[src/rtl/stopword_binary_search_filter_assert.svh]
// Assertion macros shared by the stop-word filter RTL.
// Needs a clk and an arst_n in the scope of the use.
`ifndef STOPWORD_BINARY_SEARCH_FILTER_ASSERT_SVH
`define STOPWORD_BINARY_SEARCH_FILTER_ASSERT_SVH

// Implication checked at every edge, off while reset is held.
`define SWBS_ASSERT_IMP(lbl, ante, cons, msg) \
	lbl: assert property (@(posedge clk) disable iff (!arst_n) (ante) |-> (cons)) \
		else $error(msg);

// Non-overlapping implication, off while reset is held.
`define SWBS_ASSERT_NEXT(lbl, ante, cons, msg) \
	lbl: assert property (@(posedge clk) disable iff (!arst_n) (ante) |=> (cons)) \
		else $error(msg);

`endif

[src/rtl/swbs_pkg.sv]
// Shared types and constants of the stop-word filter.
// No dependencies.
`default_nettype none
package swbs_pkg;
	localparam int WORD_BYTES_DEF    = 32;
	localparam int TABLE_ENTRIES_DEF = 256;
	// widest length and count over the parameter ranges
	localparam int LEN_W = 6;
	localparam int CNT_W = 13;

	typedef enum logic [1:0] {
		KIND_TOKEN = 2'd0,
		KIND_ENTRY = 2'd1,
		KIND_CLEAR = 2'd2
	} kind_t;

	typedef struct packed {
		logic             is_word;
		logic             too_long;
		logic [LEN_W-1:0] word_len;
		logic [CNT_W-1:0] count;
	} req_t;

	typedef struct packed {
		logic busy;
	} back_status_t;

	function automatic logic [7:0] to_upper(input logic [7:0] c);
		logic [7:0] r;
		r = c;
		if (c >= 8'h61 && c <= 8'h7a) begin
			r = c - 8'h20;
		end
		return r;
	endfunction
endpackage
`default_nettype wire

[src/rtl/swbs_queue.sv]
// Two-entry request queue between the front end and the search engine.
// Uses swbs_pkg.
`default_nettype none
module swbs_queue (
	input  wire logic           clk,
	input  wire logic           arst_n,
	input  wire logic           push,
	input  swbs_pkg::req_t      push_req,
	input  wire logic           pop,
	output swbs_pkg::req_t      head,
	output logic                empty,
	output logic                full
);
	swbs_pkg::req_t slot_q [2];
	logic       wr_q;
	logic       rd_q;
	logic [1:0] cnt_q;

	assign empty = (cnt_q == 2'd0);
	assign full  = (cnt_q == 2'd2);
	assign head  = slot_q[rd_q];

	always_ff @(posedge clk) begin
		if (push && !full) begin
			slot_q[wr_q] <= push_req;
		end
	end

	always_ff @(posedge clk or negedge arst_n) begin
		if (!arst_n) begin
			wr_q  <= 1'b0;
			rd_q  <= 1'b0;
			cnt_q <= 2'd0;
		end else begin
			if (push && !full) begin
				wr_q <= !wr_q;
			end
			if (pop && !empty) begin
				rd_q <= !rd_q;
			end
			cnt_q <= cnt_q + 2'(push && !full) - 2'(pop && !empty);
		end
	end
endmodule
`default_nettype wire

[config.mk]
export PLATFORM = sky130hd
export DESIGN_NAME = swbs_queue
export DESIGN_NICKNAME = d
export VERILOG_FILES = /design/src/rtl/stopword_binary_search_filter_assert.svh /design/src/rtl/swbs_pkg.sv /design/src/rtl/swbs_queue.sv
export SDC_FILE = /design/constraint.sdc
export NUM_CORES = 1
export LEC_CHECK = 0
export CAP_MARGIN = 20
export CORE_MARGIN = 5
export CORE_UTILIZATION = 45
export CTS_CLUSTER_DIAMETER = 80
export DETAILED_ROUTE_END_ITERATION = 10
export DONT_BUFFER_PORTS = 1
export GPL_TIMING_DRIVEN = 0
export SYNTH_ARGS = -nofsm -noshare
export SYNTH_HDL_FRONTEND = slang
export SYNTH_SLANG_ARGS = --single-unit
[constraint.sdc]
create_clock -name clk -period 5.2 [get_ports clk]
set_clock_uncertainty 0.05 [all_clocks]
set_input_delay 1.04 -clock clk [delete_from_list [all_inputs] [get_ports clk]]
set_output_delay 1.04 -clock clk [all_outputs]
set_load 0.05 [all_outputs]
==> out/qor.yml <==
synthAdderAreaFrac_pct: 1.45
grt_pass1_wl_um: 4020
worstSetupPathType: "flop to output pin"
clk_latency_ns: 0.29
area_delta_synth_final_pct: 9.16
hold_path_class: "input pin to asynchronous set/reset pin"
slew_violations: 0
fin_crit_sh_pct: 49.0
vias_per_cell: 5.16
r2r_start: "cnt_q[1]"
cts_made_buffers: 5
rows: 22
die_w_um: 71.8
worstSetupEndpointType: "output pin"
relSlewSlack_pct: 34.6
top_layer_used: "met4"
final_util_pct: 50.9
tightest_slew_ns: 0.980
wl_met1_um: 946
gp_congestion: 0.656
synth-simple-area-share_pct: 1.89
cts_root_buffer: "clkbuf_8"
drtPass1Iterations: 4
antenna_found_initial: 0
cts_hold_buf: 0
grt_overflow: 0
fp.dieH_um: 71.8
drtAntennaViolNets: 0
synthesis.nets: 110
synth-compound-area-share_pct: 0
htreeDepth: 2
clkTransAtPathRegs_ns: 0.08
wl_met3_um: 183
ys.warnings.count: 0
layout.nets: 118
fin_crit_ns: 2.55
hold_violations: 0
grt_usage_pct: 10.8
drt_iter0_drc: 28
diodes: 0
cts_setup_buffers: 0
path_cells: "nor2_1"
rr_endpoint: "cnt_q[1]"
cts_buffer_depth: 2
cp.buffers_inverters: 0
status: "complete, no violations"
max_clock_freq_mhz: 392
netlist_area_sq_um: 1720
core_area_sq_um: 3690
critical_path.slowest_cell: "nor2_1"
vias: 722
yosysUniqueCellTypes: 13
cp.depth: 1
cp.arrival_ns: 1.46
post_cts_resized: 0
netlist_instances: 83
ys_seq_area_share_pct: 79.1
avgSynthCellArea_sq_um: 20.7
critPathMaxFanout: 3
io_pins: 48
grt_pass1_vias: 847
grt_max_degree: 22
fillers: 318
initial_utilization_pct: 46.6
muxShareOfSynthArea_pct: 13.7
port_buffers: 0
routed-wl-met2_um: 1320
regArea_sq_um: 1360
cap_viol_max_count: 0
synth-xor-area-share_pct: 2.04
reg2reg_setup_slack_ns: 2.94
drive_above_1_share_pct: 33.7
drt_wl_total_um: 2510
finalSetupTns_ns: 0
critPathTopFamily: "simple AND/OR/NAND/NOR gates"
tritoncts: "yes"
dp_hpwl_um: 1810
max_stage_delay_ns: 0.76
worstPathRequired_ns: 4.11
ys_ff_latch: 46
die_area_sq_um: 5160
cp-start-kind: "flop"
rsz0062_at_grt: "false"
setup_viol: 0
drc: 0
cts.sinks: 46
r2r_cells: 7
routedWlPerCell_um: 17.9
synth_top_family_by_area: "multiplexers"
multiInputGateArea_sq_um: 332
## flip-flops by register name, summed over array words and instances (netlist names)
signal / count
wr_q: 1
cnt_q: 2
slot_q: 42
rd_q: 1
## cell usage in the layout, fill, tap and decap left out
cell type,instances
and3_1,1
buf_6,2
buf_8,1
clkbuf_8,5
clkinv_1,3
dfrtp_1,4
edfxtp_1,42
ha_1,2
inv_1,2
mux2_2,21
nand2_1,1
nand2b_1,1
nor2_1,1
nor2_2,1
nor2b_2,1
xnor2_1,3
xor2_1,1
## area by class of cell
class,instances,share of cell area (%)
multi-input cells,33,17.7
flip-flops and latches,46,72.5
clock buffers,5,3.66
repair buffers,1,0.799
plain buffers,2,1.20
inverters,2,0.400
clock inverters,3,0.600
well taps,48,3.20
## cells by family after synthesis
| family | count (synthesis) |
|---|---|
| xor gates and xnor gates | 4 |
| muxes | 21 |
| and+or+nand+nor | 6 |
| adders and majority gates | 2 |
| buffers and inverters | 4 |
| DFF | 46 |
## synthesized netlist by cell type
cell type | n | area share, %
xnor2_1 | 3 | 1.5
nor2b_2 | 1 | 0.51
buf_6 | 2 | 1.3
nand2b_1 | 1 | 0.36
nor2_1 | 2 | 0.44
inv_1 | 2 | 0.44
mux2_2 | 21 | 14
edfxtp_1 | 42 | 73
nand2_1 | 1 | 0.22
xor2_1 | 1 | 0.51
dfrtp_1 | 4 | 5.8
and3_1 | 1 | 0.36
ha_1 | 2 | 1.5
## worst max-delay path by stage
stage | startpoint | to | slack (ns)
after floorplan | push | slot_q[0][0] | 2.72
after CTS | cnt_q[1] | empty | 2.64
final | cnt_q[1] | empty | 2.65
after detailed placement | push | slot_q[1][12] | 2.88
after global routing | cnt_q[1] | empty | 2.59
after global placement | push | slot_q[0][10] | 2.24
## metrics by stage
step                      instances  cell area (sq um)  setup slack, ns  hold WS (ns)
after floorplan                  83               1720             2.72         0.411
after global placement          131               1780             2.24         0.427
after detailed placement        132               1800             2.88         0.443
after CTS                       140               1880             2.64         0.378
after global routing            140               1880             2.59         0.359
final                           140               1880             2.65         0.387
## per-layer routing
metal / up-vias / GRT usage, %
met5: - / 0
met4: 0 / 7.52
met3: 6 / 4.63
met2: 29 / 18.2
met1: 358 / 10.5
li1: 329 / -
Power is left out: the tool's default activity adds up to more than one toggle a clock period on the data nets, which glitch-free logic cannot reach.
