$ cat src/rtl/stopword_binary_search_filter_assert.svh
// Assertion macros shared by the stop-word filter RTL.
// Needs a clk and an arst_n in the scope of the use.
`ifndef STOPWORD_BINARY_SEARCH_FILTER_ASSERT_SVH
`define STOPWORD_BINARY_SEARCH_FILTER_ASSERT_SVH

// Implication checked at every edge, off while reset is held.
`define SWBS_ASSERT_IMP(lbl, ante, cons, msg) \
	lbl: assert property (@(posedge clk) disable iff (!arst_n) (ante) |-> (cons)) \
		else $error(msg);

// Non-overlapping implication, off while reset is held.
`define SWBS_ASSERT_NEXT(lbl, ante, cons, msg) \
	lbl: assert property (@(posedge clk) disable iff (!arst_n) (ante) |=> (cons)) \
		else $error(msg);

`endif

$ cat src/rtl/swbs_ram.sv
// Generic single-write, single-read RAM with registered read data.
// No dependencies.
`default_nettype none
module swbs_ram #(
	parameter int WIDTH = 8,
	parameter int DEPTH = 32
) (
	input  wire logic                                   clk,
	input  wire logic                                   we,
	input  wire logic [(DEPTH > 1 ? $clog2(DEPTH) : 1)-1:0] waddr,
	input  wire logic [WIDTH-1:0]                       wdata,
	input  wire logic [(DEPTH > 1 ? $clog2(DEPTH) : 1)-1:0] raddr,
	output logic      [WIDTH-1:0]                       rdata
);
	logic [WIDTH-1:0] mem [DEPTH];

	always_ff @(posedge clk) begin
		if (we) begin
			mem[waddr] <= wdata;
		end
		rdata <= mem[raddr];
	end
endmodule
`default_nettype wire

$ cat config.mk
export PLATFORM = sky130hd
export DESIGN_NAME = swbs_ram
export DESIGN_NICKNAME = d
export VERILOG_FILES = /design/src/rtl/stopword_binary_search_filter_assert.svh /design/src/rtl/swbs_ram.sv
export SDC_FILE = /design/constraint.sdc
export NUM_CORES = 1
export LEC_CHECK = 0
export ABC_AREA = 1
export ABC_CLOCK_PERIOD_IN_PS = 3700
export BUFFER_PORTS_ARGS = -buffer_cell sky130_fd_sc_hd__buf_4
export CAP_MARGIN = 30
export CORE_MARGIN = 10
export CORE_UTILIZATION = 60
export DETAILED_ROUTE_END_ITERATION = 10
export GPL_ROUTABILITY_DRIVEN = 0
export MAX_ROUTING_LAYER = met4
export PLACE_DENSITY = 0.77
export SYNTH_ARGS = -nofsm -noshare
export SYNTH_HDL_FRONTEND = slang
export SYNTH_SLANG_ARGS = --single-unit
$ cat constraint.sdc
create_clock -name clk -period 3.7 [get_ports clk]
set_input_delay 0.555 -clock clk [delete_from_list [all_inputs] [get_ports clk]]
set_output_delay 0.555 -clock clk [all_outputs]
set_load 0.05 [all_outputs]
==> impl_metrics.yaml, run 1 <==
setup_path:
  critPathKind: "in2reg"
  start_kind: "input pin"
  cp_max_fo: 78
  worstSetupEndpointType: "flop"
  worstPathArrival_ns: 2.34
  cp.required_ns: 4.15
drt:
  vias_per_cell: 5.84
  dr.pass1.iters: 5
  detail-route-antenna-nets: 0
  drc: 0
  vias: 6867
  post_drt_wl_per_cell_um: 20.4
  wirelength_um: 24000
  drt_iter0_drc: 704
timing:
  slew_violations: 0
  tns_ns: 0
  worst_pin_slew_ns: 0.906
  finalClockSkew_ns: 0.0101
  holdWs_ns: 0.342
  max_slew_margin_pct: 39.4
  fin_ws_ns: 1.82
  grt_setup_unrepaired: "no"
  max_clock_freq_mhz: 531
  period_share_pct: 50.9
  hold_viol: 0
  setup_viol: 0
  period_needed_ns: 1.88
pwr:
  power.total_mw: 6.07
  power_density_nw_per_um2: 520
  cellLeakagePower_nw: 4.30
  vdd_drop_max_mv: 0.474
yosys:
  synth_area_per_cell_um2: 11.7
  ys_seq_area_share_pct: 72.8
  synth_warnings: 0
  synth_area_um2: 10800
  ys_ff_latch: 264
  synthCells: 922
  synth_cell_types: 12
  syn_nets: 942
job:
  cap_violations: 0
clock_tree:
  htree_levels: 1
  ctsHoldBuffers: 0
  path_clk_slew_ns: 0.06
  post-cts-setup-buffer-count: 0
  cts_root_buf: "clkbuf_16"
  ctsLongestPathBuffers: 3
  post_cts_resized: 0
  cts_num_sinks: 264
  tritoncts: "done"
  cts_buffers: 25
  insertion_delay_ns: 0.52
floorplan:
  die_h_um: 154
  initial_utilization_pct: 61.7
  fp.dieW_um: 154
  num_rows: 48
  die_area_um2: 23700
  pin_count: 28
  core-area_um2: 17500
final_layout:
  final_cell_mix: "nand2_1 (360), edfxtp_1 (256), nand3_1 (204), buf_4 (34), nor2_1 (32)"
  drive_gt1_share_pct: 7.37
  multi_input_area_um2: 2490
  post-route-util_pct: 66.7
  ff_latch_area_um2: 7850
  mostFrequentLayoutCell: "nand2_1"
  n_antenna_cell: 0
  stdcell_area_um2: 11700
  syn_to_final_growth_pct: 8.13
  final_nets: 952
  fillerInstances: 1271
  final_cells: 1175
place:
  placedCellCount: 1130
  hpwlAfterDp_um: 13700
  portBuffers: 27
  dp_slack_ns: 1.34
  placed_area_um2: 10900
outcome:
  status: "finished, final reports clean"
global_routing:
  grt_util_all_layers_pct: 20.1
  antenna_found_initial: 0
  grt_pass1_wl_um: 36900
  grt_max_degree: 100
  grt_pass1_vias: 6507
  overflow: 0
worst_hold_path:
  hold_class: "in2reg"
synthesized netlist by cell type (all sizes together):
cell type  count  share of area, %
nand2        360                13
edfxtp       256                71
nand3        204               9.5
buf           45               3.5
nor2          32               1.1
inv           10              0.35
dfxtp          8               1.5
clkbuf         7              0.24
critical path: stages:
cell and delay (ns):
buf_4 0.23, clkinv_2 0.09, buf_4 0.62, nand2_1 0.12
nand3_1 0.12, nand3_1 0.10, nand2_1 0.10, nand2_1 0.05
nand2_1 0.11, nand2_1 0.09, nand2_1 0.08
state kept, by name, indices dropped and copies added (netlist names):
| signal | cells |
|---|---|
| mem | 256 |
| rdata | 8 |
logic make-up after synthesis:
family | Yosys count | share of synthesized area, %
and+or+nand+nor | 596 | 23.1
DFF | 264 | 72.8
buffers and inverters | 62 | 4.14
power breakdown:
group | total, mW | switching (mW) | internal (mW) | leakage [nW]
combinational | 0.423 | 0.316 | 0.108 | 1.57
clock | 2.31 | 1.02 | 1.29 | 0.360
sequential | 3.34 | 0.0151 | 3.32 | 2.37
path summary, 6_finish.rpt:
kind / start / endpoint / slack [ns] / cells past startpoint
max: raddr[0] / rdata[0] / 1.82 / 11
min: raddr[4] / rdata[5] / 0.34 / 3
max reg2reg: mem[19][7] / rdata[7] / 2.55 / 8
min reg2reg: mem[4][1] / rdata[1] / 0.76 / 8
area by class of cell:
cell class | instances | area share, %
Inverter | 10 | 0.333
Tap cell | 225 | 2.41
Clock buffer | 38 | 5.95
Timing Repair Buffer | 35 | 2.36
Sequential cell | 264 | 67.3
Multi-Input combinational cell | 596 | 21.4
Clock inverter | 7 | 0.290
layer usage:
layer | global-route usage, % | part of all wire [%] | up-vias
met5 | - | 0 | -
met4 | 5.53 | 2.3 | 0
met3 | 3.40 | 8.1 | 44
met2 | 32.5 | 49 | 330
met1 | 25.8 | 41 | 3282
li1 | - | - | 3211
Note: power is estimated with default switching activity, not from simulation.
==> inputs of run 2 (changes only) <==
Settings changed: ABC_CLOCK_PERIOD_IN_PS 3700 to 2000.
Clock period 3.7 ns to 2 ns, I/O delays scaled along.
==> run 2 against run 1 <==
Effect of this change:
- die area unchanged
- critical path depth down 10
- via count up 3.5%
- routed wire length up 2.7%
- power up 96%
- sequential cell count unchanged
- highest routed layer unchanged
- hold slack worse by 0.29 ns
- clock skew about the same
- combinational power up 93%
- worst setup slack worse by 1.2 ns
==> impl_metrics.yaml, run 2 (synthesized netlist as in run 1, its figures left out) <==
pwr:
  switching_share_pct: 21.6
  combPwrFrac_pct: 6.9
  vdd_drop_max_mv: 0.806
  seq_power_share_pct: 51.9
  cellLeakagePower_nw: 4.59
  p_sw_mw: 2.57
  intPower_mw: 9.32
  power_density_nw_per_um2: 979
  p_clk_share_pct: 41.2
  power.total_mw: 11.9
clock_tree:
  post-cts-setup-buffer-count: 0
  ctsHoldBuffers: 0
  htree_levels: 1
  post_cts_resized: 0
  ctsLongestPathBuffers: 3
  cts_buffers: 26
  path_clk_slew_ns: 0.06
  tritoncts: "done"
  cts_num_sinks: 264
  cts_root_buf: "clkbuf_16"
  insertion_delay_ns: 0.53
setup_path:
  crit_chain: "buf_4"
  worstSetupEndpointType: "output port"
  cp_top_family: "flip-flops"
  critPathBufInv: 1
  slowest_delay_ns: 0.36
  worstPathArrival_ns: 1.10
  start_kind: "flop"
  cp.required_ns: 1.70
  cp_max_fo: 1
  crit_path_top_delay_cell: "dfxtp_1"
  critPathKind: "reg2out"
drt:
  vias_per_cell: 5.86
  drc: 0
  drt_iter0_drc: 955
  wirelength_um: 24700
  post_drt_wl_per_cell_um: 20.3
  detail-route-antenna-nets: 0
  dr.pass1.iters: 5
  vias: 7108
final_layout:
  final_cell_mix: "nand2_1 (360), edfxtp_1 (256), nand3_1 (204), buf_4 (64), nor2_1 (32)"
  final_nets: 989
  ff_latch_area_um2: 7850
  post-route-util_pct: 69.5
  n_antenna_cell: 0
  multi_input_area_um2: 2490
  stdcell_area_um2: 12100
  top_regs: "mem x256, rdata x8"
  largest-register: "mem"
  fillerInstances: 1231
  mostFrequentLayoutCell: "nand2_1"
  drive_gt1_share_pct: 11.1
  largest_reg_flops: 256
  syn_to_final_growth_pct: 12.6
timing:
  max_slew_margin_pct: 55.7
  worst_pin_slew_ns: 0.663
  period_share_pct: 70.1
  hold_viol: 0
  period_needed_ns: 1.40
  finalClockSkew_ns: 0.00971
  max_clock_freq_mhz: 713
  tns_ns: 0
  setup_viol: 0
  slew_violations: 0
  grt_setup_unrepaired: "no"
floorplan:
  core-area_um2: 17500
  die_area_um2: 23700
  pin_count: 28
  fp.dieW_um: 154
  initial_utilization_pct: 61.7
  num_rows: 48
  die_h_um: 154
global_routing:
  grt_pass1_vias: 7073
  grt_util_all_layers_pct: 21.0
  overflow: 0
  antenna_found_initial: 0
  grt_max_degree: 81
  grt_pass1_wl_um: 38900
outcome:
  status: "finished, final reports clean"
worst_hold_path:
  hold_class: "in2reg"
place:
  hpwlAfterDp_um: 14000
  portBuffers: 27
  placed_area_um2: 11300
job:
  cap_violations: 0
-- run 2: cell count changes in the layout (fill, tap and decap cells not counted), sizes merged --
cell,delta
buf,+36
bufinv,+3
clkbuf,-3
clkinv,+3
-- run 2: power groups by stage --
stage | Combinational [mW] | Clock [mW] | Sequential (mW)
finish | 0.818 | 4.90 | 6.17
global route | 0.894 | 5.18 | 6.17
CTS | 0.817 | 4.94 | 6.17
detailed placement | 0.810 | 0 | 6.29
global placement | 0.793 | 0 | 6.29
floorplan | 0.443 | 0 | 6.35
-- run 2: final timing paths --
kind | start | to | slack (ns) | cells past startpoint
max | rdata[6] | rdata[6] | 0.60 | 1
min | raddr[4] | rdata[4] | 0.05 | 3
max reg2reg | mem[29][1] | rdata[1] | 0.84 | 8
min reg2reg | mem[0][4] | rdata[4] | 0.76 | 8
-- run 2: final cells by class --
type                            count  share of cell area [%]
Inverter                           10                   0.319
Clock inverter                     13                    1.09
Clock buffer                       35                    6.06
Sequential cell                   264                    64.6
Multi-Input combinational cell    596                    20.5
Tap cell                          225                    2.32
Timing Repair Buffer               71                    5.11
-- run 2: layer usage --
layer / global-route usage [%] / up-vias / part of all wire (%) / wire length, um
met3: 2.54 / 63 / 8.5 / 2100
met1: 26.3 / 3390 / 38 / 9310
li1: - / 3288 / - / -
met4: 5.71 / 0 / 2.7 / 675
met5: - / - / 0 / 0
met2: 35.6 / 367 / 51 / 12600
-- run 2: per-stage QoR --
stage | hold slack, ns | std cells | worst slack (ns)
floorplan | 0.399 | 922 | 0.666
global placement | 0.587 | 1166 | 0.375
detailed placement | 0.585 | 1166 | 0.368
CTS | 0.0369 | 1214 | 0.596
global route | 0.0562 | 1214 | 0.588
finish | 0.0510 | 1214 | 0.598
