===== config.mk =====
export PLATFORM = sky130hd
export DESIGN_NAME = swbs_front_flat
export DESIGN_NICKNAME = d
export VERILOG_FILES = /design/src/rtl/stopword_binary_search_filter_assert.svh /design/src/rtl/swbs_pkg.sv /design/src/rtl/swbs_if.sv /design/src/rtl/swbs_front.sv /design/src/flat_wrapper.sv
export SDC_FILE = /design/constraint.sdc
export NUM_CORES = 1
export LEC_CHECK = 0
export BUFFER_PORTS_ARGS = -buffer_cell sky130_fd_sc_hd__buf_4
export CORE_ASPECT_RATIO = 1.5
export CORE_MARGIN = 5
export CORE_UTILIZATION = 50
export CTS_CLUSTER_DIAMETER = 30
export DETAILED_ROUTE_END_ITERATION = 12
export PLACE_DENSITY = 0.94
export SLEW_MARGIN = 10
export SYNTH_ARGS = -nofsm -noshare
export SYNTH_HDL_FRONTEND = slang
export SYNTH_SLANG_ARGS = --single-unit

===== constraint.sdc =====
create_clock -name clk -period 3.63 [get_ports clk]
set_clock_uncertainty 0.15 [all_clocks]
set_input_delay 0.363 -clock clk [delete_from_list [all_inputs] [get_ports clk]]
set_output_delay 0.363 -clock clk [all_outputs]
set_load 0.1 [all_outputs]

===== src/rtl/stopword_binary_search_filter_assert.svh =====
// Assertion macros shared by the stop-word filter RTL.
// Needs a clk and an arst_n in the scope of the use.
`ifndef STOPWORD_BINARY_SEARCH_FILTER_ASSERT_SVH
`define STOPWORD_BINARY_SEARCH_FILTER_ASSERT_SVH

// Implication checked at every edge, off while reset is held.
`define SWBS_ASSERT_IMP(lbl, ante, cons, msg) \
	lbl: assert property (@(posedge clk) disable iff (!arst_n) (ante) |-> (cons)) \
		else $error(msg);

// Non-overlapping implication, off while reset is held.
`define SWBS_ASSERT_NEXT(lbl, ante, cons, msg) \
	lbl: assert property (@(posedge clk) disable iff (!arst_n) (ante) |=> (cons)) \
		else $error(msg);

`endif


===== src/rtl/swbs_pkg.sv =====
// Shared types and constants of the stop-word filter.
// No dependencies.
`default_nettype none
package swbs_pkg;
	localparam int WORD_BYTES_DEF    = 32;
	localparam int TABLE_ENTRIES_DEF = 256;
	// widest length and count over the parameter ranges
	localparam int LEN_W = 6;
	localparam int CNT_W = 13;

	typedef enum logic [1:0] {
		KIND_TOKEN = 2'd0,
		KIND_ENTRY = 2'd1,
		KIND_CLEAR = 2'd2
	} kind_t;

	typedef struct packed {
		logic             is_word;
		logic             too_long;
		logic [LEN_W-1:0] word_len;
		logic [CNT_W-1:0] count;
	} req_t;

	typedef struct packed {
		logic busy;
	} back_status_t;

	function automatic logic [7:0] to_upper(input logic [7:0] c);
		logic [7:0] r;
		r = c;
		if (c >= 8'h61 && c <= 8'h7a) begin
			r = c - 8'h20;
		end
		return r;
	endfunction
endpackage
`default_nettype wire


===== src/rtl/swbs_if.sv =====
// Channel interfaces of the stop-word filter: input items and results.
// No dependencies.
`default_nettype none
interface swbs_in_if;
	logic       valid;
	logic       ready;
	logic [1:0] kind;
	logic [7:0] char_code;
	logic       char_valid;
	logic       last;
	logic       is_word;
	modport source (output valid, kind, char_code, char_valid, last, is_word, input ready);
	modport sink (input valid, kind, char_code, char_valid, last, is_word, output ready);
endinterface

`default_nettype wire


===== src/rtl/swbs_front.sv =====
// Front end: accepts items, loads the table, fills the word buffer and
// queues a search request at each token end. Uses swbs_pkg and swbs_if.
`default_nettype none
module swbs_front #(
	parameter int WB = swbs_pkg::WORD_BYTES_DEF,
	parameter int TE = swbs_pkg::TABLE_ENTRIES_DEF
) (
	input  wire logic                      clk,
	input  wire logic                      arst_n,
	swbs_in_if.sink                        in_ch,
	input  wire logic                      hold,
	output logic                           push,
	output swbs_pkg::req_t                 req,
	output logic                           tbl_we,
	output logic [$clog2(TE*WB)-1:0]       tbl_waddr,
	output logic [7:0]                     tbl_wdata,
	output logic                           len_we,
	output logic [(TE > 1 ? $clog2(TE) : 1)-1:0] len_waddr,
	output logic [$clog2(WB+1)-1:0]        len_wdata,
	output logic                           wbuf_we,
	output logic [$clog2(WB)-1:0]          wbuf_waddr,
	output logic [7:0]                     wbuf_wdata
);
	localparam int LW  = $clog2(WB + 1);
	localparam int CW  = $clog2(TE + 1);
	localparam int IW  = (TE > 1) ? $clog2(TE) : 1;
	localparam int TAW = $clog2(TE * WB);
	localparam int BW  = $clog2(WB);

	logic [CW-1:0]  count_q;
	logic [LW-1:0]  lpos_q;
	logic [LW-1:0]  wlen_q;
	logic [LW-1:0]  wlen_next;
	logic [TAW:0]   tbl_lin;
	logic           accept;
	logic           ent;
	logic           tok;
	logic           clr;

	assign in_ch.ready = !hold;
	assign accept = in_ch.valid && in_ch.ready;
	assign ent = accept && (in_ch.kind == swbs_pkg::KIND_ENTRY) && (count_q < CW'(TE));
	assign clr = accept && (in_ch.kind == swbs_pkg::KIND_CLEAR);
	assign tok = accept && (in_ch.kind == swbs_pkg::KIND_TOKEN);

	assign tbl_lin   = (TAW+1)'(count_q) * (TAW+1)'(WB) + (TAW+1)'(lpos_q);
	assign tbl_we    = ent && in_ch.char_valid && (lpos_q < LW'(WB));
	assign tbl_waddr = tbl_lin[TAW-1:0];
	assign tbl_wdata = in_ch.char_code;

	assign len_we    = ent && in_ch.last;
	assign len_waddr = IW'(count_q);
	assign len_wdata = lpos_q + LW'(tbl_we);

	assign wbuf_we    = tok && in_ch.char_valid && (wlen_q < LW'(WB));
	assign wbuf_waddr = wlen_q[BW-1:0];
	assign wbuf_wdata = swbs_pkg::to_upper(in_ch.char_code);
	assign wlen_next  = wlen_q + LW'(wbuf_we);

	assign push = tok && in_ch.last;
	always_comb begin
		req.is_word  = in_ch.is_word;
		req.too_long = (wlen_next >= LW'(WB));
		req.word_len = swbs_pkg::LEN_W'(wlen_next);
		req.count    = swbs_pkg::CNT_W'(count_q);
	end

	always_ff @(posedge clk or negedge arst_n) begin
		if (!arst_n) begin
			count_q <= '0;
			lpos_q  <= '0;
			wlen_q  <= '0;
		end else begin
			if (clr) begin
				count_q <= '0;
				lpos_q  <= '0;
			end else if (len_we) begin
				count_q <= count_q + 1'b1;
				lpos_q  <= '0;
			end else if (tbl_we) begin
				lpos_q <= lpos_q + 1'b1;
			end
			if (push) begin
				wlen_q <= '0;
			end else if (tok) begin
				wlen_q <= wlen_next;
			end
		end
	end
endmodule
`default_nettype wire


===== src/flat_wrapper.sv =====
// flat-port wrapper written by rule: the top's interface ports become plain ports
module swbs_front_flat 
#(
	parameter int WB = swbs_pkg::WORD_BYTES_DEF,
	parameter int TE = swbs_pkg::TABLE_ENTRIES_DEF
)
  (clk, arst_n, hold, push, req, tbl_we, tbl_waddr, tbl_wdata, len_we, len_waddr, len_wdata, wbuf_we, wbuf_waddr, wbuf_wdata, in_ch_valid, in_ch_kind, in_ch_char_code, in_ch_char_valid, in_ch_last, in_ch_is_word, in_ch_ready);
  swbs_in_if in_ch_i ();
  input  wire logic clk;
  input  wire logic arst_n;
  input  wire logic hold;
  output logic push;
  output swbs_pkg::req_t req;
  output logic tbl_we;
  output logic [$clog2(TE*WB)-1:0] tbl_waddr;
  output logic [7:0] tbl_wdata;
  output logic len_we;
  output logic [(TE > 1 ? $clog2(TE) : 1)-1:0] len_waddr;
  output logic [$clog2(WB+1)-1:0] len_wdata;
  output logic wbuf_we;
  output logic [$clog2(WB)-1:0] wbuf_waddr;
  output logic [7:0] wbuf_wdata;
  input wire logic [$bits(in_ch_i.valid)-1:0] in_ch_valid;
  input wire logic [$bits(in_ch_i.kind)-1:0] in_ch_kind;
  input wire logic [$bits(in_ch_i.char_code)-1:0] in_ch_char_code;
  input wire logic [$bits(in_ch_i.char_valid)-1:0] in_ch_char_valid;
  input wire logic [$bits(in_ch_i.last)-1:0] in_ch_last;
  input wire logic [$bits(in_ch_i.is_word)-1:0] in_ch_is_word;
  output wire logic [$bits(in_ch_i.ready)-1:0] in_ch_ready;
  assign in_ch_i.valid = in_ch_valid;
  assign in_ch_i.kind = in_ch_kind;
  assign in_ch_i.char_code = in_ch_char_code;
  assign in_ch_i.char_valid = in_ch_char_valid;
  assign in_ch_i.last = in_ch_last;
  assign in_ch_i.is_word = in_ch_is_word;
  assign in_ch_ready = in_ch_i.ready;
  swbs_front #(.WB(WB), .TE(TE)) u_core (.clk(clk), .arst_n(arst_n), .in_ch(in_ch_i), .hold(hold), .push(push), .req(req), .tbl_we(tbl_we), .tbl_waddr(tbl_waddr), .tbl_wdata(tbl_wdata), .len_we(len_we), .len_waddr(len_waddr), .len_wdata(len_wdata), .wbuf_we(wbuf_we), .wbuf_waddr(wbuf_waddr), .wbuf_wdata(wbuf_wdata));
endmodule

==> results by group <==
Yosys
  • Sequential area share after synthesis: 28.0%
  • Post-Syn Area: 1870 µm²
  • FFs w/ async S/R, synth: 100%
  • FF+latch count, synth: 21
  • Count of cell types in the netlist: 41
  • Yosys warnings: 0
  • Post-synth EDFFs: 0
  • Syn Inst Count: 214
  • Prevailing post-synth register cell: dfrtp_1
  • Average cell area after synthesis: 8.76 µm²

Worst setup path
  • Kind of critical path: reg2out
  • Worst setup EP type: output port
  • Reg2Reg Capture Point: u_core.wlen_q[4]$_DFFE_PN0P_
  • Critical Path AT: 2.40 ns
  • Req. time, crit path: 3.12 ns
  • Max FO, Critical Path: 7
  • Worst setup SP type: flop
  • R2R depth: 7
  • R2r startpoint: u_core.wlen_q[5]$_DFFE_PN0P_
  • Reg2reg setup slack: 1.51 ns

Route
  • DRT Wirelength: 4.55 mm
  • DR DRC count: 0
  • Initial DRC count: 57
  • Via density: 5.45
  • Total number of vias: 1674
  • Final ANT Viol Nets: 0
  • Routed len/inst: 14.8 µm
  • DRT Pass-1 Iters: 4

Min path
  • Hold Crit Class: in2reg
  • WHS Endpoint: u_core.wlen_q[1]$_DFFE_PN0P_
  • Min-delay src: in_ch_last
  • Hold Path Depth: 3

Timing
  • Final hold slack: 0.282 ns
  • Maximum clock frequency: 0.343 GHz
  • Final Max Slew Viols: 0
  • Min cycle time layout: 2.92 ns
  • Final Hold Violating Endpoints: 0
  • Number of setup violations in the final report: 0
  • RSZ-0062 raised after global routing: false
  • Fin crit share: 80.4%

Floorplanning
  • Starting density of the core: 51.4%
  • DIE HEIGHT: 85.0 µm
  • Horiz. Die Dim: 60.0 µm
  • Die ar.: 5100 µm²
  • Core Area: 3650 µm²
  • I/O pins: 91
  • Site row count: 27

Layout
  • Nets@finish: 291
  • Area of the multi-input gates: 1190 µm²
  • Layout cell share with drive strength beyond 1: 40.5%
  • Register Area: 526 µm²
  • Commonest non-fill, non-tap cell in the layout: buf_4
  • Commonest cells after routing, fill and taps aside: 84 x buf_4, 21 x dfrtp_1, 17 x nand2_1
  • Layout fillers: 275
  • Final Util: 68.3%
  • Ant. Diodes: 0
  • Area delta synth->final: 32.9%
  • Finished Cell Area: 2490 µm²
  • Non-Filler Instances: 307

Global route
  • Global-route met2 utilization: 31.3%
  • Met1 usage: 21.4%
  • Antenna violations before repair: 0
  • Layer carrying the most global-route usage: met2
  • Grt ovf: 0
  • Vias in the first global route: 1552
  • Met3 usage: 1.83%
  • GRT Total Usage: 17.3%
  • First-pass GRT wire length: 7.25 mm
  • Largest net degree at the start of global routing: 22

Power
  • Pwr Total: 757 µW
  • Pwr dens: 304 nW/µm²
  • Lkg Pwr: 1.25 nW
  • VDD IR max: 246 µV

Clocking
  • Clock root buffer: clkbuf_8
  • CTS buffer count: 3
  • Clock Latency Late Sink: 0.25 ns
  • CTS sink cnt: 21
  • CTS tree: yes
  • Clock buffer depth: 2
  • Max H-tree Level: 1
  • Post-CTS Resized: 0
  • Clk slew on worst S/H paths: 0.08 ns

Placed design
  • Post-DP Area: 2440 µm²
  • Placed instance count: 302
  • Dpl hpwl: 3.62 mm
  • GPL Wtd Cong: 0.832
  • Port-buffer cells: 84

Status
  • Status: complete, no violations

Flow run
  • Max-cap violations: 0
flip-flops by register name, indices dropped and copies added, names as in the netlist:
| name | flops |
|---|---|
| u_core.wlen_q | 6 |
| u_core.lpos_q | 6 |
| u_core.count_q | 9 |
synth_stat cells (3+ instances only):
| master | count | area [µm²] |
|---|---|---|
| buf_4 | 36 | 270 |
| dfrtp_1 | 21 | 526 |
| nand2_1 | 17 | 63.8 |
| xnor2_1 | 12 | 105 |
| nand3_1 | 11 | 55.1 |
| a21oi_1 | 10 | 50.1 |
| inv_1 | 10 | 37.5 |
| ha_1 | 9 | 113 |
| nor2_1 | 9 | 33.8 |
| o21ai_0 | 7 | 35.0 |
| or3_1 | 6 | 37.5 |
| mux2i_1 | 5 | 50.1 |
| clkbuf_1 | 4 | 15.0 |
| nand2b_1 | 4 | 25.0 |
| nand4_1 | 4 | 25.0 |
| nand4bb_1 | 4 | 45.0 |
| a22o_1 | 3 | 26.3 |
| and4_1 | 3 | 26.3 |
| nand3b_1 | 3 | 22.5 |
| nor4_2 | 3 | 37.5 |
| xor2_1 | 3 | 26.3 |
where the power goes:
group / internal [mW] / switching, mW
registers: 0.240 / 0.0160
clock network: 0.0780 / 0.0725
logic: 0.0674 / 0.283
total: 0.386 / 0.371
timing repair:
action                                 in CTS  in global routing
hold buffers                                1                  0
buffers inserted                            0                  0
endpoints found under the hold margin      21                  0
how the worst max path moves through the flow:
stage,startpoint,to,slack [ns],depth (start not counted)
after global placement,hold,req[18],0.82,8
after CTS,u_core.lpos_q[5]$_DFFE_PN0P_,len_wdata[4],0.69,7
final,u_core.lpos_q[5]$_DFFE_PN0P_,len_wdata[4],0.71,7
after detailed placement,hold,req[18],0.75,8
after floorplan,u_core.count_q[8]$_DFFE_PN0P_,len_wdata[4],-0.22,6
after global routing,hold,req[17],0.59,8
logic make-up after synthesis:
| logic type | share of synthesized area, % |
|---|---|
| other | 0.200 |
| multiplexers | 2.67 |
| XOR/XNOR | 7.01 |
| flip-flops | 28.0 |
| AO/OA/AOI/OAI | 9.41 |
| buffers and inverters | 17.8 |
| AND/OR/NAND/NOR | 28.9 |
| adder cells (fa/ha/maj) | 6.01 |
metal layers:
layer	share of wire, %	wire length (µm)
met5	0	0
met4	0.42	19
met3	9.4	427
met2	51	2330
met1	39	1780
worst max-delay path: stages, from the launching register on:
cell       delay [ns]
dfrtp_1          0.52
nand4bb_1        0.38
nor2_4           0.15
ha_1             0.22
ha_1             0.27
nand3_1          0.15
xnor2_2          0.15
buf_4            0.30
through the flow:
stage / worst slack [ns] / setup TNS [ns]
3_5_place_dp: 0.748 / 0
2_1_floorplan: -0.217 / -0.217
6_report: 0.713 / 0
4_1_cts: 0.686 / 0
5_1_grt: 0.587 / 0
3_3_place_gp: 0.816 / 0
final cells by class:
type                       instances  area share, %
inverter                          10           1.51
timing repair buffer              85           25.7
multi-input combinational        144           47.7
clock buffer                       4           1.81
tap                               43           2.16
sequential                        21           21.1
Power figures use the tool's default switching activity.
