$ cat config.mk
export PLATFORM = sky130hd
export DESIGN_NAME = swbs_back_flat
export DESIGN_NICKNAME = d
export VERILOG_FILES = /design/src/rtl/stopword_binary_search_filter_assert.svh /design/src/rtl/swbs_pkg.sv /design/src/rtl/swbs_if.sv /design/src/rtl/swbs_back.sv /design/src/flat_wrapper.sv
export SDC_FILE = /design/constraint.sdc
export NUM_CORES = 1
export LEC_CHECK = 0
export BUFFER_PORTS_ARGS = -buffer_cell sky130_fd_sc_hd__buf_2
export CAP_MARGIN = 20
export CORE_UTILIZATION = 35
export CTS_CLUSTER_DIAMETER = 150
export DETAILED_ROUTE_END_ITERATION = 16
export GPL_TIMING_DRIVEN = 0
export HOLD_SLACK_MARGIN = 0.02
export MAX_ROUTING_LAYER = met4
export SETUP_SLACK_MARGIN = 0.15
export SLEW_MARGIN = 40
export SYNTH_ARGS = -nofsm -noshare
export SYNTH_HDL_FRONTEND = slang
export SYNTH_SLANG_ARGS = --single-unit
$ cat constraint.sdc
create_clock -name clk -period 4.2 [get_ports clk]
set_input_delay 0.84 -clock clk [delete_from_list [all_inputs] [get_ports clk]]
set_output_delay 0.84 -clock clk [all_outputs]
set_load 0.01 [all_outputs]
$ cat src/rtl/stopword_binary_search_filter_assert.svh
// Assertion macros shared by the stop-word filter RTL.
// Needs a clk and an arst_n in the scope of the use.
`ifndef STOPWORD_BINARY_SEARCH_FILTER_ASSERT_SVH
`define STOPWORD_BINARY_SEARCH_FILTER_ASSERT_SVH

// Implication checked at every edge, off while reset is held.
`define SWBS_ASSERT_IMP(lbl, ante, cons, msg) \
	lbl: assert property (@(posedge clk) disable iff (!arst_n) (ante) |-> (cons)) \
		else $error(msg);

// Non-overlapping implication, off while reset is held.
`define SWBS_ASSERT_NEXT(lbl, ante, cons, msg) \
	lbl: assert property (@(posedge clk) disable iff (!arst_n) (ante) |=> (cons)) \
		else $error(msg);

`endif

$ cat src/rtl/swbs_pkg.sv
// Shared types and constants of the stop-word filter.
// No dependencies.
`default_nettype none
package swbs_pkg;
	localparam int WORD_BYTES_DEF    = 32;
	localparam int TABLE_ENTRIES_DEF = 256;
	// widest length and count over the parameter ranges
	localparam int LEN_W = 6;
	localparam int CNT_W = 13;

	typedef enum logic [1:0] {
		KIND_TOKEN = 2'd0,
		KIND_ENTRY = 2'd1,
		KIND_CLEAR = 2'd2
	} kind_t;

	typedef struct packed {
		logic             is_word;
		logic             too_long;
		logic [LEN_W-1:0] word_len;
		logic [CNT_W-1:0] count;
	} req_t;

	typedef struct packed {
		logic busy;
	} back_status_t;

	function automatic logic [7:0] to_upper(input logic [7:0] c);
		logic [7:0] r;
		r = c;
		if (c >= 8'h61 && c <= 8'h7a) begin
			r = c - 8'h20;
		end
		return r;
	endfunction
endpackage
`default_nettype wire

$ cat src/rtl/swbs_if.sv
// Channel interfaces of the stop-word filter: input items and results.
// No dependencies.
`default_nettype none


interface swbs_out_if;
	logic valid;
	logic ready;
	logic is_noise;
	logic too_long;
	modport source (output valid, is_noise, too_long, input ready);
	modport sink (input valid, is_noise, too_long, output ready);
endinterface
`default_nettype wire

$ cat src/rtl/swbs_back.sv
// Search engine: binary search over the stored table, one byte compare per
// S_RD/S_CMP pass, result held in an output register. Uses swbs_pkg, swbs_if.
`default_nettype none
module swbs_back #(
	parameter int WB = swbs_pkg::WORD_BYTES_DEF,
	parameter int TE = swbs_pkg::TABLE_ENTRIES_DEF
) (
	input  wire logic                      clk,
	input  wire logic                      arst_n,
	input  swbs_pkg::req_t                 req,
	input  wire logic                      req_valid,
	output logic                           pop,
	output logic [$clog2(TE*WB)-1:0]       tbl_raddr,
	input  wire logic [7:0]                tbl_rdata,
	output logic [(TE > 1 ? $clog2(TE) : 1)-1:0] len_raddr,
	input  wire logic [$clog2(WB+1)-1:0]   len_rdata,
	output logic [$clog2(WB)-1:0]          wbuf_raddr,
	input  wire logic [7:0]                wbuf_rdata,
	swbs_out_if.source                     out_ch,
	output swbs_pkg::back_status_t         status
);
	localparam int LW  = $clog2(WB + 1);
	localparam int CW  = $clog2(TE + 1);
	localparam int IW  = (TE > 1) ? $clog2(TE) : 1;
	localparam int TAW = $clog2(TE * WB);
	localparam int BW  = $clog2(WB);

	typedef enum logic [2:0] {
		S_IDLE, S_MID, S_LEN, S_LENW, S_RD, S_CMP, S_DONE
	} state_t;

	state_t        state_q;
	logic [CW-1:0] lo_q;
	logic [CW-1:0] hi_q;
	logic [IW-1:0] mid_q;
	logic [TAW-1:0] base_q;
	logic [LW-1:0] elen_q;
	logic [LW-1:0] wlen_q;
	logic [LW-1:0] p_q;
	logic          noise_q;
	logic          long_q;
	logic          out_valid_q;
	logic          out_noise_q;
	logic          out_long_q;
	logic [CW:0]   mid_sum;
	logic [7:0]    a_byte;
	logic [7:0]    b_byte;

	assign pop        = (state_q == S_IDLE) && req_valid;
	assign len_raddr  = mid_q;
	assign tbl_raddr  = base_q + TAW'(p_q);
	assign wbuf_raddr = p_q[BW-1:0];
	assign mid_sum    = ((CW+1)'(lo_q) + (CW+1)'(hi_q) - 1'b1) >> 1;
	assign a_byte     = (p_q < elen_q) ? tbl_rdata : 8'h00;
	assign b_byte     = (p_q < wlen_q) ? wbuf_rdata : 8'h00;

	assign out_ch.valid    = out_valid_q;
	assign out_ch.is_noise = out_noise_q;
	assign out_ch.too_long = out_long_q;
	assign status.busy     = (state_q != S_IDLE);

	always_ff @(posedge clk or negedge arst_n) begin
		if (!arst_n) begin
			state_q     <= S_IDLE;
			out_valid_q <= 1'b0;
		end else begin
			if (state_q == S_DONE && (!out_valid_q || out_ch.ready)) begin
				out_valid_q <= 1'b1;
			end else if (out_ch.ready) begin
				out_valid_q <= 1'b0;
			end
			case (state_q)
				S_IDLE: begin
					if (req_valid) begin
						wlen_q <= LW'(req.word_len);
						lo_q   <= '0;
						hi_q   <= CW'(req.count);
						if (req.is_word && !req.too_long) begin
							state_q <= S_MID;
						end else begin
							noise_q <= 1'b0;
							long_q  <= req.is_word && req.too_long;
							state_q <= S_DONE;
						end
					end
				end
				S_MID: begin
					if (lo_q < hi_q) begin
						mid_q   <= IW'(mid_sum);
						state_q <= S_LEN;
					end else begin
						noise_q <= 1'b0;
						long_q  <= 1'b0;
						state_q <= S_DONE;
					end
				end
				S_LEN: begin
					base_q  <= TAW'((TAW+1)'(mid_q) * (TAW+1)'(WB));
					state_q <= S_LENW;
				end
				S_LENW: begin
					elen_q  <= len_rdata;
					p_q     <= '0;
					state_q <= S_RD;
				end
				S_RD: begin
					state_q <= S_CMP;
				end
				S_CMP: begin
					if (a_byte != b_byte) begin
						// narrow the range toward the word
						if (a_byte < b_byte) begin
							lo_q <= CW'(mid_q) + 1'b1;
						end else begin
							hi_q <= CW'(mid_q);
						end
						state_q <= S_MID;
					end else if (a_byte == 8'h00) begin
						// an overlong entry sorts above an equal word
						if (elen_q >= LW'(WB)) begin
							hi_q    <= CW'(mid_q);
							state_q <= S_MID;
						end else begin
							noise_q <= 1'b1;
							long_q  <= 1'b0;
							state_q <= S_DONE;
						end
					end else begin
						p_q     <= p_q + 1'b1;
						state_q <= S_RD;
					end
				end
				S_DONE: begin
					if (!out_valid_q || out_ch.ready) begin
						out_noise_q <= noise_q;
						out_long_q  <= long_q;
						state_q     <= S_IDLE;
					end
				end
				default: begin
					state_q <= S_IDLE;
				end
			endcase
		end
	end
endmodule
`default_nettype wire

$ cat src/flat_wrapper.sv
// flat-port wrapper written by rule: the top's interface ports become plain ports
module swbs_back_flat 
#(
	parameter int WB = swbs_pkg::WORD_BYTES_DEF,
	parameter int TE = swbs_pkg::TABLE_ENTRIES_DEF
)
  (clk, arst_n, req, req_valid, pop, tbl_raddr, tbl_rdata, len_raddr, len_rdata, wbuf_raddr, wbuf_rdata, status, out_ch_valid, out_ch_is_noise, out_ch_too_long, out_ch_ready);
  swbs_out_if out_ch_i ();
  input  wire logic clk;
  input  wire logic arst_n;
  input  swbs_pkg::req_t req;
  input  wire logic req_valid;
  output logic pop;
  output logic [$clog2(TE*WB)-1:0] tbl_raddr;
  input  wire logic [7:0] tbl_rdata;
  output logic [(TE > 1 ? $clog2(TE) : 1)-1:0] len_raddr;
  input  wire logic [$clog2(WB+1)-1:0] len_rdata;
  output logic [$clog2(WB)-1:0] wbuf_raddr;
  input  wire logic [7:0] wbuf_rdata;
  output swbs_pkg::back_status_t status;
  output wire logic [$bits(out_ch_i.valid)-1:0] out_ch_valid;
  output wire logic [$bits(out_ch_i.is_noise)-1:0] out_ch_is_noise;
  output wire logic [$bits(out_ch_i.too_long)-1:0] out_ch_too_long;
  input wire logic [$bits(out_ch_i.ready)-1:0] out_ch_ready;
  assign out_ch_valid = out_ch_i.valid;
  assign out_ch_is_noise = out_ch_i.is_noise;
  assign out_ch_too_long = out_ch_i.too_long;
  assign out_ch_i.ready = out_ch_ready;
  swbs_back #(.WB(WB), .TE(TE)) u_core (.clk(clk), .arst_n(arst_n), .req(req), .req_valid(req_valid), .pop(pop), .tbl_raddr(tbl_raddr), .tbl_rdata(tbl_rdata), .len_raddr(len_raddr), .len_rdata(len_rdata), .wbuf_raddr(wbuf_raddr), .wbuf_rdata(wbuf_rdata), .out_ch(out_ch_i), .status(status));
endmodule
==> results_dict.tcl <==
set metrics [dict create \
    status "finished, final reports clean" \
    cp_cell_sequence "ha_1, a21o_1, a21o_1, a211o_1, a21oi_4, and2_1, ha_1, nor2_1, a21oi_1, or3_1, a21oi_1, a21oi_1, nor2b_4" \
    synth-edff-count 56 \
    drv_cap 0 \
    slew_headroom_pct 52.9 \
    path_clk_slew_ns 0.08 \
    arrival_ns 3.84 \
    nets 545 \
    drv_slew 0 \
    die-area_um2 11200 \
    via_per_inst 4.74 \
    rsz0062_at_grt "no" \
    total_power_mw 2.27 \
    power_density_nw_per_um2 496 \
    syn_inst 369 \
    max_freq_mhz 261 \
    antenna_cells 0 \
    die_height_um 106 \
    finalCritPeriodShare_pct 91.1 \
    grt_overflow_total 0 \
    cts_tree "built" \
    initial_core_util_pct 36.4 \
    finClkSkew_ns 0.0121 \
    drc 0 \
    critPathRequiredTime_ns 4.22 \
    drt_iter0_markers 127 \
    cts_max_path_buffers 2 \
    seq_area_frac_synth_pct 47.2 \
    num_rows 37 \
    synth.distinct_cells 43 \
    drive_gt1_share_pct 24.5 \
    syn-num-nets 461 \
    wl_per_cell_um 13.0 \
    worstSkewPairLatency_ns 0.35 \
    grt_pass1_vias 2778 \
    fillers 1019 \
    vias 2815 \
    whs_ns 0.327 \
    post_cts_buffers 0 \
    netlist_area_um2 3780 \
    leakagePower_nw 2.07 \
    pwr-share-clk_pct 27.8 \
    final_antenna_net_count 0 \
    crit_top_cell "a21oi_1" \
    hpwl_mm 6.17 \
    grt_max_degree 12 \
    cts_buffers 9 \
    syn_avg_cell_area_um2 10.2 \
    hold_viol_final 0 \
    worst_pin_slew_ns 0.703 \
    drt-total-wl_mm 7.72 \
    pwr-share-seq_pct 37.7 \
    crit_path_top_delay_cell "edfxtp_1" \
    ir_drop_uv 208 \
    synth_top_cell_by_area "edfxtp_1" \
    place.gp.congestion 0.825 \
    rrSetupSlack_ns 0.38 \
    synth-seq-cells 60 \
    p_switching_mw 0.753 \
    synth_top_area_share_pct 44.5 \
    drt-pass1-iter-count 4 \
    coreArea_um2 10400 \
    multi_input_area_um2 1760 \
    slowest_delay_ns 0.52 \
    syn_to_final_growth_pct 21.5 \
    yosysWarnings 0 \
    critical_path_peak_fanout 9 \
    path_class "register to register" \
    ys.flop_type "edfxtp_1" \
    p_sw_share_pct 33.1 \
    htree_levels 3 \
    startpoint_type "register" \
    end_kind "register" \
    grt_pass1_wl_mm 12.9 \
    io_pins 78 \
    synth_common_cells "edfxtp_1, nand2_1, inv_1, ha_1, nor2_1" \
    regArea_um2 1780 \
    synth.area.top_cells "edfxtp_1, ha_1, nand2_1" \
    grtUsageTotal_pct 15.5 \
    synth_most_common_cell "edfxtp_1" \
    ys_async_sr_fraction_pct 6.67 \
    setup_violations 0 \
    portBuffers 73 \
    die_w_um 106 \
    cts.sinks 60 \
    antenna_found_initial 0 \
    hold_path.class "input pin to asynchronous set/reset pin" \
    combinationalPowerShare_pct 34.5 \
    finalWorstPathRequiredPeriod_ns 3.82 \
    setup_tns_ns 0 \
    p_int_mw 1.52 \
    cts_root_buffer "clkbuf_8" \
]
cell usage in the layout, fill, tap and decap left out, types with 2 or more instances in the layout:
cell        Yosys  routed
buf_2           1      74
edfxtp_1       56      56
nand2_1        48      48
inv_1          47      47
ha_1           44      44
nor2_1         26      26
a21oi_1        18      17
xnor2_1        14      14
o21ai_0        11      11
and2_1         10      10
buf_4          10      10
clkbuf_8        0       9
nand3_1         8       8
nand2b_1        7       7
xor2_1          7       7
clkbuf_1        5       5
and3_1          5       5
nand4_1         4       4
nor2b_1         5       4
dfrtp_1         4       4
or2_2           3       3
a211oi_1        3       3
o21a_1          3       3
nor3_1          4       3
or3_1           3       3
bufinv_16       0       3
a21o_1          2       2
or4_1           2       2
nor4_1          2       2
clkinv_2        0       2
clkinvlp_4      0       2
routing by layer:
| layer | share of wire [%] | track usage [%] | vias up |
|---|---|---|---|
| met5 | 0 | - | - |
| met1 | 44 | 18.5 | 1297 |
| li1 | - | - | 1429 |
| met4 | 2.0 | 6.94 | 0 |
| met2 | 49 | 25.1 | 74 |
| met3 | 5.4 | 3.34 | 15 |
state kept, by name, summed over array words and instances (netlist names):
signal / count
u_core.noise_q: 1
u_core.out_ch.valid: 1
u_core.out_ch.too_long: 1
u_core.out_ch.is_noise: 1
u_core.p_q: 6
u_core.state_q: 3
u_core.len_raddr: 8
u_core.elen_q: 6
u_core.lo_q: 9
u_core.base_q: 8
u_core.wlen_q: 6
u_core.hi_q: 9
u_core.long_q: 1
metrics by stage:
step,utilization (%),cells,instance area [um2],setup WS [ns]
after floorplan,-,369,3780,0.590
after global placement,41.6,578,4310,-0.234
after detailed placement,41.8,578,4330,-0.290
after CTS,44.2,594,4580,0.278
after global routing,44.2,594,4590,0.192
final,44.2,594,4590,0.375
critical path: cells and delay by family (launching register included):
kind,cells,cell delay [ns]
adders and majority gates,2,0.58
and+or+nand+nor,4,0.93
DFF,1,0.52
AOI/OAI and AO/OA,7,1.46
power groups by stage:
| stage | registers (mW) | clock network, mW | logic, mW |
|---|---|---|---|
| detailed placement | 0.871 | 0 | 0.782 |
| finish | 0.858 | 0.632 | 0.785 |
| floorplan | 0.857 | 0 | 0.567 |
| CTS | 0.858 | 0.642 | 0.791 |
| global placement | 0.869 | 0 | 0.750 |
| global route | 0.869 | 0.665 | 0.900 |
kinds of logic after synthesis:
kind of cell / synth area share [%]
fa+ha+maj: 15.1
flops: 47.2
simple gates: 16.2
compound gates: 9.01
mux: 0.298
buf+inv: 7.29
xor+xnor: 4.87
layout make-up:
type,count,share of cell area (%)
flip-flops and latches,60,38.8
well taps,136,3.71
clock inverters,7,2.51
inverters,47,3.85
repair buffers,73,7.96
clock buffers,9,2.70
multi-input cells,246,38.3
plain buffers,16,2.15
timing repair:
action	CTS	global route
hold buffers	0	0
endpoints found under the setup margin	9	15
resized for setup	3	1
endpoints found under the hold margin	0	0
path summary, 6_finish.rpt:
check,end,start,cells past startpoint
max,u_core.lo_q[5],u_core.p_q[1],13
min,u_core.state_q[0],arst_n,1
max reg2reg,u_core.lo_q[5],u_core.p_q[1],13
min reg2reg,u_core.out_ch.too_long,u_core.long_q,0
max in group asynchronous,u_core.state_q[2],arst_n,1
min in group clk,u_core.out_ch.too_long,u_core.long_q,0
Note: power is estimated with default switching activity, not from simulation.
